--- config.mk ---
export PLATFORM = sky130hd
export DESIGN_NAME = huffman_tree_builder
export DESIGN_NICKNAME = d
export VERILOG_FILES = /design/src/rtl/htb_pkg.sv /design/src/rtl/htb_ram.sv /design/src/rtl/htb_min2.sv /design/src/rtl/huffman_tree_builder.sv
export SDC_FILE = /design/constraint.sdc
export NUM_CORES = 2
export LEC_CHECK = 0
export BUFFER_PORTS_ARGS = -buffer_cell sky130_fd_sc_hd__buf_2
export CAP_MARGIN = 20
export CORE_ASPECT_RATIO = 1.4
export CORE_MARGIN = 2
export CORE_UTILIZATION = 38
export DETAILED_ROUTE_END_ITERATION = 12
export SLEW_MARGIN = 30
export SYNTH_ARGS = -nofsm -noshare
export SYNTH_HDL_FRONTEND = slang
export SYNTH_HIERARCHICAL = 1
export SYNTH_SLANG_ARGS = --single-unit
--- constraint.sdc ---
create_clock -name clk -period 5.9 [get_ports clk]
set_input_delay 0.59 -clock clk [delete_from_list [all_inputs] [get_ports clk]]
set_output_delay 0.59 -clock clk [all_outputs]
set_load 0.02 [all_outputs]
--- src/rtl/htb_pkg.sv ---
package htb_pkg;

  localparam int MAX_LEAVES_DEF = 32;
  localparam int LEAF_W         = 14;
  localparam int WEIGHT_W       = 19;
  localparam int IDX_W          = 6;
  localparam int CHILD_W        = 7;

  localparam logic signed [CHILD_W-1:0] NO_CHILD = -7'sd1;

  typedef struct packed {
    logic clear;
    logic sample;
  } scan_ctl_t;

endpackage

--- src/rtl/htb_ram.sv ---
module htb_ram #(
  parameter int WIDTH = 8,
  parameter int DEPTH = 16,
  localparam int AW = (DEPTH > 1) ? $clog2(DEPTH) : 1
) (
  input  logic             clk,
  input  logic             we,
  input  logic [AW-1:0]    waddr,
  input  logic [WIDTH-1:0] wdata,
  input  logic [AW-1:0]    raddr,
  output logic [WIDTH-1:0] rdata
);

  logic [WIDTH-1:0] mem [DEPTH];

  always_ff @(posedge clk) begin
    if (we) begin
      mem[waddr] <= wdata;
    end
    rdata <= mem[raddr];
  end

endmodule

--- src/rtl/htb_min2.sv ---
module htb_min2 import htb_pkg::*; #(
  parameter int NODE_W = 6
) (
  input  logic                clk,
  input  logic                rst,
  input  scan_ctl_t           ctl,
  input  logic [NODE_W-1:0]   idx,
  input  logic [WEIGHT_W-1:0] weight,
  output logic [NODE_W-1:0]   a_idx,
  output logic [NODE_W-1:0]   b_idx,
  output logic [WEIGHT_W-1:0] a_w,
  output logic [WEIGHT_W-1:0] b_w
);

  logic a_vld;
  logic b_vld;
  logic take_a;
  logic take_b;

  assign take_a = !a_vld || (weight < a_w);
  assign take_b = !b_vld || (weight < b_w);

  always_ff @(posedge clk) begin
    if (rst) begin
      a_vld <= 1'b0;
      b_vld <= 1'b0;
    end else if (ctl.clear) begin
      a_vld <= 1'b0;
      b_vld <= 1'b0;
    end else if (ctl.sample) begin
      if (take_a) begin
        a_vld <= 1'b1;
        b_vld <= a_vld;
      end else if (take_b) begin
        b_vld <= 1'b1;
      end
    end
  end

  always_ff @(posedge clk) begin
    if (!ctl.clear && ctl.sample) begin
      if (take_a) begin
        a_idx <= idx;
        a_w   <= weight;
        b_idx <= a_idx;
        b_w   <= a_w;
      end else if (take_b) begin
        b_idx <= idx;
        b_w   <= weight;
      end
    end
  end

  a_le_b: assert property (@(posedge clk) disable iff (rst)
    (a_vld && b_vld) |-> (a_w <= b_w))
    else $error("second minimum below first");

  b_needs_a: assert property (@(posedge clk) disable iff (rst)
    b_vld |-> a_vld)
    else $error("second minimum without first");

  clear_drops: assert property (@(posedge clk) disable iff (rst)
    ctl.clear |=> (!a_vld && !b_vld))
    else $error("clear did not drop minima");

endmodule

--- src/rtl/huffman_tree_builder.sv ---
// Leaves: one request per cycle, ready whenever no tree is being built or sent.
// Build of n leaves: merge of node i does one weight memory read per scanned node
// (nodes 0..i-1), then two parent writes, for i = n..2n-2.
// Output: 2n-1 nodes in index order, each read (S_RD), loaded (S_LD), then held until out_ready.
// Reset (rst, synchronous, active high) empties the leaf set and clears the flags;
// node memories are not cleared.
module huffman_tree_builder import htb_pkg::*; #(
  parameter int MAX_LEAVES = MAX_LEAVES_DEF
) (
  input  logic                      clk,
  input  logic                      rst,
  input  logic [LEAF_W-1:0]         leaf_weight,
  input  logic                      last_leaf,
  input  logic                      in_valid,
  output logic                      in_ready,
  output logic [IDX_W-1:0]          node_index,
  output logic [WEIGHT_W-1:0]       node_weight,
  output logic [IDX_W-1:0]          parent_index,
  output logic signed [CHILD_W-1:0] left_child,
  output logic signed [CHILD_W-1:0] right_child,
  output logic                      overflow_flag,
  output logic                      last_node,
  output logic                      out_valid,
  input  logic                      out_ready
);

  localparam int NODE_DEPTH = 2 * MAX_LEAVES - 1;
  localparam int NODE_W     = $clog2(2 * MAX_LEAVES);
  localparam int LC_W       = $clog2(MAX_LEAVES + 1);

  localparam logic [2:0] S_LOAD = 3'd0;
  localparam logic [2:0] S_SCAN = 3'd1;
  localparam logic [2:0] S_WRA  = 3'd2;
  localparam logic [2:0] S_WRB  = 3'd3;
  localparam logic [2:0] S_RD   = 3'd4;
  localparam logic [2:0] S_LD   = 3'd5;
  localparam logic [2:0] S_WAIT = 3'd6;

  logic [2:0]              state;
  logic [LC_W-1:0]         leaf_count;
  logic                    dropped;
  logic [NODE_DEPTH-1:0]   has_parent;
  logic                    p_vld;
  logic [NODE_W-1:0]       p_idx;
  logic [NODE_W-1:0]       cur;
  logic [NODE_W-1:0]       last_idx;
  logic [NODE_W-1:0]       rd_addr;
  logic [NODE_W-1:0]       e_addr;

  logic                    room;
  logic                    store;
  logic [LC_W-1:0]         n_kept;
  logic [NODE_W:0]         two_n;
  logic [NODE_W-1:0]       leaf_slot;
  logic                    issue;

  scan_ctl_t               scan_ctl;
  logic [NODE_W-1:0]       a_idx;
  logic [NODE_W-1:0]       b_idx;
  logic [WEIGHT_W-1:0]     a_w;
  logic [WEIGHT_W-1:0]     b_w;

  logic                    w_we;
  logic [NODE_W-1:0]       w_waddr;
  logic [WEIGHT_W-1:0]     w_wdata;
  logic [NODE_W-1:0]       w_raddr;
  logic [WEIGHT_W-1:0]     w_rdata;
  logic                    p_we;
  logic [NODE_W-1:0]       p_waddr;
  logic [IDX_W-1:0]        p_rdata;
  logic [2*CHILD_W-1:0]    c_wdata;
  logic [2*CHILD_W-1:0]    c_rdata;

  assign in_ready  = (state == S_LOAD);
  assign room      = (leaf_count < LC_W'(MAX_LEAVES));
  assign store     = in_valid && in_ready && room;
  assign n_kept    = room ? leaf_count + LC_W'(1) : leaf_count;
  assign two_n     = (NODE_W + 1)'(n_kept) << 1;
  assign leaf_slot = NODE_W'(leaf_count);
  assign issue     = (rd_addr != cur);

  assign scan_ctl.clear  = (state == S_LOAD) || (state == S_WRB);
  assign scan_ctl.sample = p_vld && !has_parent[p_idx];

  assign w_we    = store || (state == S_WRA);
  assign w_waddr = (state == S_WRA) ? cur : leaf_slot;
  assign w_wdata = (state == S_WRA) ? a_w + b_w : WEIGHT_W'(leaf_weight);
  assign w_raddr = (state == S_SCAN) ? rd_addr : e_addr;

  assign p_we    = (state == S_WRA) || (state == S_WRB);
  assign p_waddr = (state == S_WRA) ? a_idx : b_idx;

  assign c_wdata = (state == S_WRA) ? {CHILD_W'(a_idx), CHILD_W'(b_idx)}
                                    : {NO_CHILD, NO_CHILD};

  htb_min2 #(
    .NODE_W (NODE_W)
  ) u_min2 (
    .clk    (clk),
    .rst    (rst),
    .ctl    (scan_ctl),
    .idx    (p_idx),
    .weight (w_rdata),
    .a_idx  (a_idx),
    .b_idx  (b_idx),
    .a_w    (a_w),
    .b_w    (b_w)
  );

  htb_ram #(
    .WIDTH (WEIGHT_W),
    .DEPTH (NODE_DEPTH)
  ) u_weight_ram (
    .clk   (clk),
    .we    (w_we),
    .waddr (w_waddr),
    .wdata (w_wdata),
    .raddr (w_raddr),
    .rdata (w_rdata)
  );

  htb_ram #(
    .WIDTH (IDX_W),
    .DEPTH (NODE_DEPTH)
  ) u_parent_ram (
    .clk   (clk),
    .we    (p_we),
    .waddr (p_waddr),
    .wdata (IDX_W'(cur)),
    .raddr (e_addr),
    .rdata (p_rdata)
  );

  htb_ram #(
    .WIDTH (2 * CHILD_W),
    .DEPTH (NODE_DEPTH)
  ) u_child_ram (
    .clk   (clk),
    .we    (w_we),
    .waddr (w_waddr),
    .wdata (c_wdata),
    .raddr (e_addr),
    .rdata (c_rdata)
  );

  always_ff @(posedge clk) begin
    if (rst) begin
      state      <= S_LOAD;
      leaf_count <= '0;
      dropped    <= 1'b0;
      has_parent <= '0;
      p_vld      <= 1'b0;
      out_valid  <= 1'b0;
    end else begin
      unique case (state)
        S_LOAD: begin
          if (in_valid) begin
            if (room) begin
              has_parent[leaf_slot] <= 1'b0;
              leaf_count <= leaf_count + LC_W'(1);
            end else begin
              dropped <= 1'b1;
            end
            if (last_leaf) begin
              state <= (n_kept == LC_W'(1)) ? S_RD : S_SCAN;
            end
          end
        end
        S_SCAN: begin
          p_vld <= issue;
          if (!issue && !p_vld) begin
            state <= S_WRA;
          end
        end
        S_WRA: begin
          has_parent[a_idx] <= 1'b1;
          has_parent[b_idx] <= 1'b1;
          has_parent[cur]   <= 1'b0;
          state <= S_WRB;
        end
        S_WRB: begin
          state <= (cur == last_idx) ? S_RD : S_SCAN;
        end
        S_RD: begin
          state <= S_LD;
        end
        S_LD: begin
          out_valid <= 1'b1;
          state <= S_WAIT;
        end
        S_WAIT: begin
          if (out_ready) begin
            out_valid <= 1'b0;
            if (last_node) begin
              leaf_count <= '0;
              dropped    <= 1'b0;
              state <= S_LOAD;
            end else begin
              state <= S_RD;
            end
          end
        end
        default: begin
          state <= S_LOAD;
        end
      endcase
    end
  end

  always_ff @(posedge clk) begin
    unique case (state)
      S_LOAD: begin
        if (in_valid && last_leaf) begin
          cur      <= NODE_W'(n_kept);
          last_idx <= NODE_W'(two_n - (NODE_W + 1)'(2));
          rd_addr  <= '0;
          e_addr   <= '0;
        end
      end
      S_SCAN: begin
        p_idx <= rd_addr;
        if (issue) begin
          rd_addr <= rd_addr + NODE_W'(1);
        end
      end
      S_WRB: begin
        cur     <= cur + NODE_W'(1);
        rd_addr <= '0;
      end
      S_LD: begin
        node_index    <= IDX_W'(e_addr);
        node_weight   <= w_rdata;
        parent_index  <= has_parent[e_addr] ? p_rdata : '0;
        left_child    <= $signed(c_rdata[2*CHILD_W-1:CHILD_W]);
        right_child   <= $signed(c_rdata[CHILD_W-1:0]);
        overflow_flag <= dropped;
        last_node     <= (e_addr == last_idx);
      end
      S_WAIT: begin
        if (out_ready && !last_node) begin
          e_addr <= e_addr + NODE_W'(1);
        end
      end
      default: begin
      end
    endcase
  end

  ready_not_sending: assert property (@(posedge clk) disable iff (rst)
    in_ready |-> !out_valid)
    else $error("input ready while a node is pending");

  count_in_range: assert property (@(posedge clk) disable iff (rst)
    leaf_count <= LC_W'(MAX_LEAVES))
    else $error("leaf count beyond capacity");

  distinct_children: assert property (@(posedge clk) disable iff (rst)
    (state == S_WRA) |-> (a_idx != b_idx))
    else $error("merge picked the same node twice");

  children_free: assert property (@(posedge clk) disable iff (rst)
    (state == S_WRA) |-> (!has_parent[a_idx] && !has_parent[b_idx]))
    else $error("merge picked a node that already has a parent");

endmodule

== Yosys cells after proc, flatten, opt, wreduce, memory -nomap -nowiden ==
Memories as Yosys holds them, arrays and structs flattened. A register that Yosys moved wholly into a read port is not among the register bits.
Cells that the tools add are included.
Operators by class
  $add $sub $neg: 6
  order comparisons: 13
  eq/ne operators: 20
  multiplexer cells: 57
  bitwise operators: 6
  reductions and logical operators: 44
Operators by type and width (count)
  AND 63 bit: 2
  two-way mux 63 bit: 2
  inverter 63 bit: 2
  bitwise OR 63 bit: 2
  case mux 63 bit (2 select lines): 1
  two-way mux 6 bit: 13
  two-way mux 19 bit: 3
  < comparator 6 x 7 -> 1 bit (second input constant): 6
  < comparator 19 bit: 2
  case mux 6 bit (2 select lines): 3
  adder 6 x 1 -> 6 bit (second input constant): 4
  demux 1 bit (select 6 bit): 4
  greater-or-equal comparator 6 x 1 -> 1 bit (second input constant): 4
  two-way mux 3 bit: 7
  case mux 3 bit (7 select lines): 1
  adder 19 bit: 1
  case mux 6 bit (3 select lines): 1
  two-way mux 1 bit: 17
  two-way mux 14 bit: 1
  != test 2 bit (second input constant): 7
  AND reduction 2 bit: 7
  binary-select mux 1 bit (select 6 bit): 2
  equality test 6 bit: 2
  logical AND 1 bit: 11
  other kinds (18): 41
Word-level totals
  bits in registers: 204
  memory bits (writable): 2457
  word-level logic and storage cells: 173
  memories: 3
Memories
  u_weight_ram.mem: words 63, bits a word 19, read ports 1, clocked after Yosys merged registers in 1, wr ports 1, line htb_ram.sv:14  | logic [WIDTH-1:0] mem [DEPTH];
  u_child_ram.mem: words 63, bits a word 14, read ports 1, clocked after Yosys merged registers in 1, wr ports 1, line htb_ram.sv:14
  u_parent_ram.mem: words 63, bits a word 6, read ports 1, clocked after Yosys merged registers in 1, wr ports 1, line htb_ram.sv:14

== Longest topological paths before layout ==
  depth after elaboration: 9
  mapped depth: 17
  gate-level depth less buffers: 10

== Modules after synthesis ==
The synthesis kept the hierarchy.
Modules (own cells, without submodules)
  htb_ram at u_weight_ram: instances 1, cells an instance 2090, area an instance 46402.0 um^2, sequential area each 36324.8 um^2
  htb_ram at u_child_ram: instances 1, cells an instance 1600, area an instance 34286.6 um^2, sequential area each 26765.7 um^2
  htb_ram at u_parent_ram: instances 1, cells an instance 740, area an instance 15046.9 um^2, sequential area each 11471.0 um^2
  huffman_tree_builder: instances 1, cells an instance 1032, area an instance 9531.6 um^2, sequential area each 3783.6 um^2
  htb_min2: instances 1, cells an instance 217, area an instance 2914.0 um^2, sequential area each 1541.5 um^2

== Worst setup path after synthesis ==
OpenSTA, ideal clock, no wires.
  path kind: flip-flop to flip-flop
  from: reg state[2]
  to: mem u_weight_ram/mem[0][9] (netlist name), data pin
  library setup time: 0.895 ns
  data arrival time: 4.918 ns
  required time: 5.005 ns
  slack: 0.087 ns
  cell stages (with the launch flop): 7
  cell sequence: dfxtp_1 > clkbuf_1 > nor3b_2 > inv_1 > clkbuf_1 > clkbuf_1 > o41ai_1
Between the ends
  longest elaborated chain between the ends: 2
RTL lines
  from (decl): line huffman_tree_builder.sv:39  | logic [2:0] state;
  from (signal assigned): line huffman_tree_builder.sv:165  | state <= (n_kept == LC_W'(1)) ? S_RD : S_SCAN;
  from (signal assigned): line huffman_tree_builder.sv:182  | state <= (cur == last_idx) ? S_RD : S_SCAN;
  equality test 3 x 2 -> 1 bit: line huffman_tree_builder.sv:87  | assign w_wdata = (state == S_WRA) ? a_w + b_w : WEIGHT_W'(leaf_weight);
  two-way mux 19 bit: line huffman_tree_builder.sv:87
  via w_wdata[9]: line huffman_tree_builder.sv:65  | logic [WEIGHT_W-1:0] w_wdata;
  to (decl): line htb_ram.sv:14
The timed path passes the listed nets, and every way through them passes these cells.

== Worst setup path after layout ==
  from: reg state[0]
  to: reg u_weight_ram.rdata[5], read port of u_weight_ram.mem
Between the ends
  longest elaborated chain between the ends: 2
RTL lines
  equality test 3 x 1 -> 1 bit: line huffman_tree_builder.sv:88  | assign w_raddr = (state == S_SCAN) ? rd_addr : e_addr;
  two-way mux 6 bit: line huffman_tree_builder.sv:88
  via w_raddr[1]: line huffman_tree_builder.sv:66  | logic [NODE_W-1:0] w_raddr;
  to (decl): line htb_ram.sv:11  | output logic [WIDTH-1:0] rdata
The timed path passes the listed nets, and every way through them passes these cells.
A chain may end at the register's enable or synchronous reset.

==> run summary <==
Post-route antenna net violation count - 0
Total Die Area - 289,000 sq um
Number of standard-cell rows in the floorplan - 231
# port buffers - 67
Hpwl dp - 174 mm
IO Count - 68
Run status - complete, no violations
Global routing met1 resource utilization - 24.4%
Combined area of the multi-input logic cells - 26,800 sq um
Clock latency on the worst-skew pair - 0.87 ns
RSZ-0062 raised after global routing - false
Detail-routed net length per standard cell - 28.9 um
Async set or reset register ratio after synthesis - 0%
Leading post-synthesis cells by cell area - edfxtp_1, mux4_2, dfxtp_1, mux2i_1, nor2_1
Required time worst endpoint - 6.59 ns
Tightest Pin Transition - 1.14 ns
Via count - 56,600
First-pass GRT wire length - 411 mm
Post-synth net total - 5,759
Post-CTS setup buffer count - 0
Root cell of the clock tree - clkbuf_16
Peak clock frequency supported by timing - 185 MHz
Instance count along the most critical hold path - 4
Launching element type of the critical path - register
Endpoint arrival time on the critical path - 6.09 ns
Endpoints failing hold - 0
DRT iter0 DRCs - 5,812
Global-route track usage on met2 - 33.7%
Count of H-tree levels built during CTS - 5
Cell variety after synth - 81
Type of the worst min-delay path - input pin to register
Largest area contributor in the netlist - edfxtp_1
Fillers - 24,100
Areal power density over the cells - 411 nW/um^2
Number of sinks handled by clock tree synthesis - 2,699
Setup crit end kind - register
Drc violations - 0
Number of clock buffers inserted by TritonCTS - 268
Relative area change from synthesis to final layout - 13.2%
Number of hold-repair buffers added at the cts stage - 0
Maximum number of pins on one net before global-route repair - 102
Number of synthesized register bits - 2,699
Cell area after placement - 114,000 sq um
Skew final - 0.0601 ns
Worst vdd rail ir drop - 0.000236 V
Final wirelength - 285 mm
Highest net fanout along the worst path - 49
Max-slew violation count - 0
Vias in the first global route - 57,600
Net count reported at finish - 6,008
Fraction of final layout cells with drive strength greater than 1 - 23.9%
Starting Density - 38.2%
Crit path time final - 5.39 ns
Initial antenna violation count - 13
Post-cts sizing count - 0
Final count of negative-setup-slack endpoints - 0
Die span in x - 455 um
# Max-Cap Violations - 0
Vertical die dimension - 635 um
Vias per inst - 5.74
Commonest register cell after synthesis - edfxtp_1
Total negative slack - 0 ns
Sum of internal, switching and leakage power - 50.3 mW
Final period utilization - 91.4%
Number of flops mapped to enable cells by yosys - 2,583
Tightest slew margin relative to the limit - 23.1%
Category of the most critical setup path - register to register
Synthesis warning total - 6
Routability Congestion - 0.891
Max Buffers Root-to-Sink - 4
Share of synthesized area occupied by flip-flops and latches - 73.8%
CTS tree - yes
Worst hold slack - 0.121 ns
Remaining global-route overflow - 0
Number of cells produced by synthesis - 5,679
Global-route usage over all layers - 19.5%
Fraction of post-synthesis cell area in the top cell type by area - 71.7%
FF+latch area - 79,900 sq um
Post-synthesis average cell area - 19.0 sq um
Clock-pin transition on the worst setup and hold timing paths - 0.06 ns
Number of iterations in the first detailed-routing pass - 7
Post-synth design cell area - 108,000 sq um
Most crowded layer after global routing - met2
Leakage power of the design - 38.1 nW
Finished Cell Area - 122,000 sq um
Register-to-Register Path Depth - 12
Core area - 283,000 sq um
Met3 track utilization from global routing - 2.69%
==> path summary, 6_finish.rpt <==
kind / to / startpoint / slack (ns)
worst max register to register: u_weight_ram/rdata[5] / state[0] / 0.51
worst min-delay path: out_valid / out_ready / 0.12
worst max-delay path: u_weight_ram/rdata[5] / state[0] / 0.51
worst min register to register: left_child[4] / u_child_ram/rdata[11] / 0.40
==> final cells by class <==
class	instances	share of cell area [%]
Inverter	54	0.170
Clock inverter	138	0.978
Clock buffer	332	5.88
Tap cell	3728	3.81
Sequential cell	2699	65.3
Antenna cell	2	0.00409
Timing Repair Buffer	319	1.98
Multi-Input combinational cell	2586	21.9
==> cell usage in the layout (no fill, tap or decap), types with 14 or more instances in the layout <==
cell type / netlist / final
a221oi_1: 24 / 24
a21o_1: 14 / 14
nand3_1: 59 / 57
and2_1: 19 / 18
o22ai_1: 105 / 105
or3_1: 19 / 19
clkbuf_1: 173 / 52
inv_1: 52 / 51
nor2_2: 0 / 56
a22oi_1: 114 / 114
o21ai_0: 90 / 80
dfxtp_1: 116 / 116
nor2_1: 303 / 241
nand4_1: 16 / 16
buf_2: 67 / 67
a31oi_1: 20 / 20
a211oi_1: 79 / 78
clkinv_1: 1 / 55
nor3_1: 67 / 56
nand3b_1: 30 / 30
edfxtp_1: 2583 / 2583
nand2_1: 232 / 224
a21oi_1: 171 / 171
a22o_1: 19 / 19
mux2_2: 28 / 28
mux2_4: 24 / 24
mux4_2: 582 / 582
nor2b_1: 67 / 66
o221ai_1: 39 / 39
clkinv_2: 0 / 40
clkbuf_16: 0 / 281
xnor2_1: 26 / 26
nand2b_1: 49 / 37
xor2_1: 18 / 18
bufinv_16: 0 / 19
mux2i_1: 156 / 153
ha_1: 60 / 60
buf_4: 34 / 237
==> routing by layer <==
layer / share of wire, % / wire length, um
met5: 0 / 0
met4: 4.3 / 12200
met3: 6.5 / 18500
met2: 51 / 146000
met1: 38 / 108000
==> worst max-delay path, stage by stage, from the launching register on <==
cell      delay, ns
dfxtp_1        0.60
nor2b_1        0.41
nand2b_1       0.33
inv_1          0.49
nand2_1        0.17
nand2_4        0.46
buf_12         0.34
buf_4          0.45
mux4_2         0.37
a22oi_1        0.48
nand2_1        0.11
a211oi_1       0.79
a21oi_1        0.09
==> synthesized netlist by cell type, types with 28 or more instances <==
library cell and instances:
edfxtp_1 2583, mux4_2 582, nor2_1 303, nand2_1 232
clkbuf_1 173, a21oi_1 171, mux2i_1 156, dfxtp_1 116
a22oi_1 114, o22ai_1 105, o21ai_0 90, a211oi_1 79
buf_2 67, nor2b_1 67, nor3_1 67, ha_1 60
nand3_1 59, inv_1 52, nand2b_1 49, o221ai_1 39
buf_4 34, buf_1 30, nand3b_1 30, mux2_2 28
==> kinds of logic after synthesis <==
family,count (synthesis),share of synthesized area (%)
adders and majority gates,61,0.712
xor gates and xnor gates,44,0.356
muxes,800,14.4
and+or+nand+nor,929,4.15
buffers and inverters,394,1.85
AOI/OAI and AO/OA,752,4.65
DFF,2699,73.8
==> state kept, by name (all words and copies together), names as in the netlist, 6 cells and up <==
signal              flops
u_weight_ram/mem     1197
u_child_ram/mem       882
u_parent_ram/mem      378
has_parent             63
node_weight            19
u_min2/a_w             19
u_min2/b_w             19
u_weight_ram/rdata     19
u_child_ram/rdata      14
left_child              7
right_child             7
cur                     6
e_addr                  6
leaf_count              6
node_index              6
p_idx                   6
parent_index            6
rd_addr                 6
u_min2/a_idx            6
u_min2/b_idx            6
u_parent_ram/rdata      6
==> power breakdown <==
group	leakage, nW	total (mW)	internal (mW)	switching, mW
logic	10.2	10.5	3.60	6.91
registers	23.8	23.1	22.6	0.535
clock network	4.09	16.7	9.51	7.15
total	38.1	50.3	35.7	14.6
==> metrics by stage <==
step	setup WS, ns	utilization, %	std cells
after floorplan	0.0873	-	5679
after global placement	0.551	40.2	9381
after detailed placement	0.690	40.3	9384
after CTS	0.672	43.2	9854
after global routing	0.174	43.3	9857
final	0.506	43.3	9858
Power figures use the tool's default switching activity.
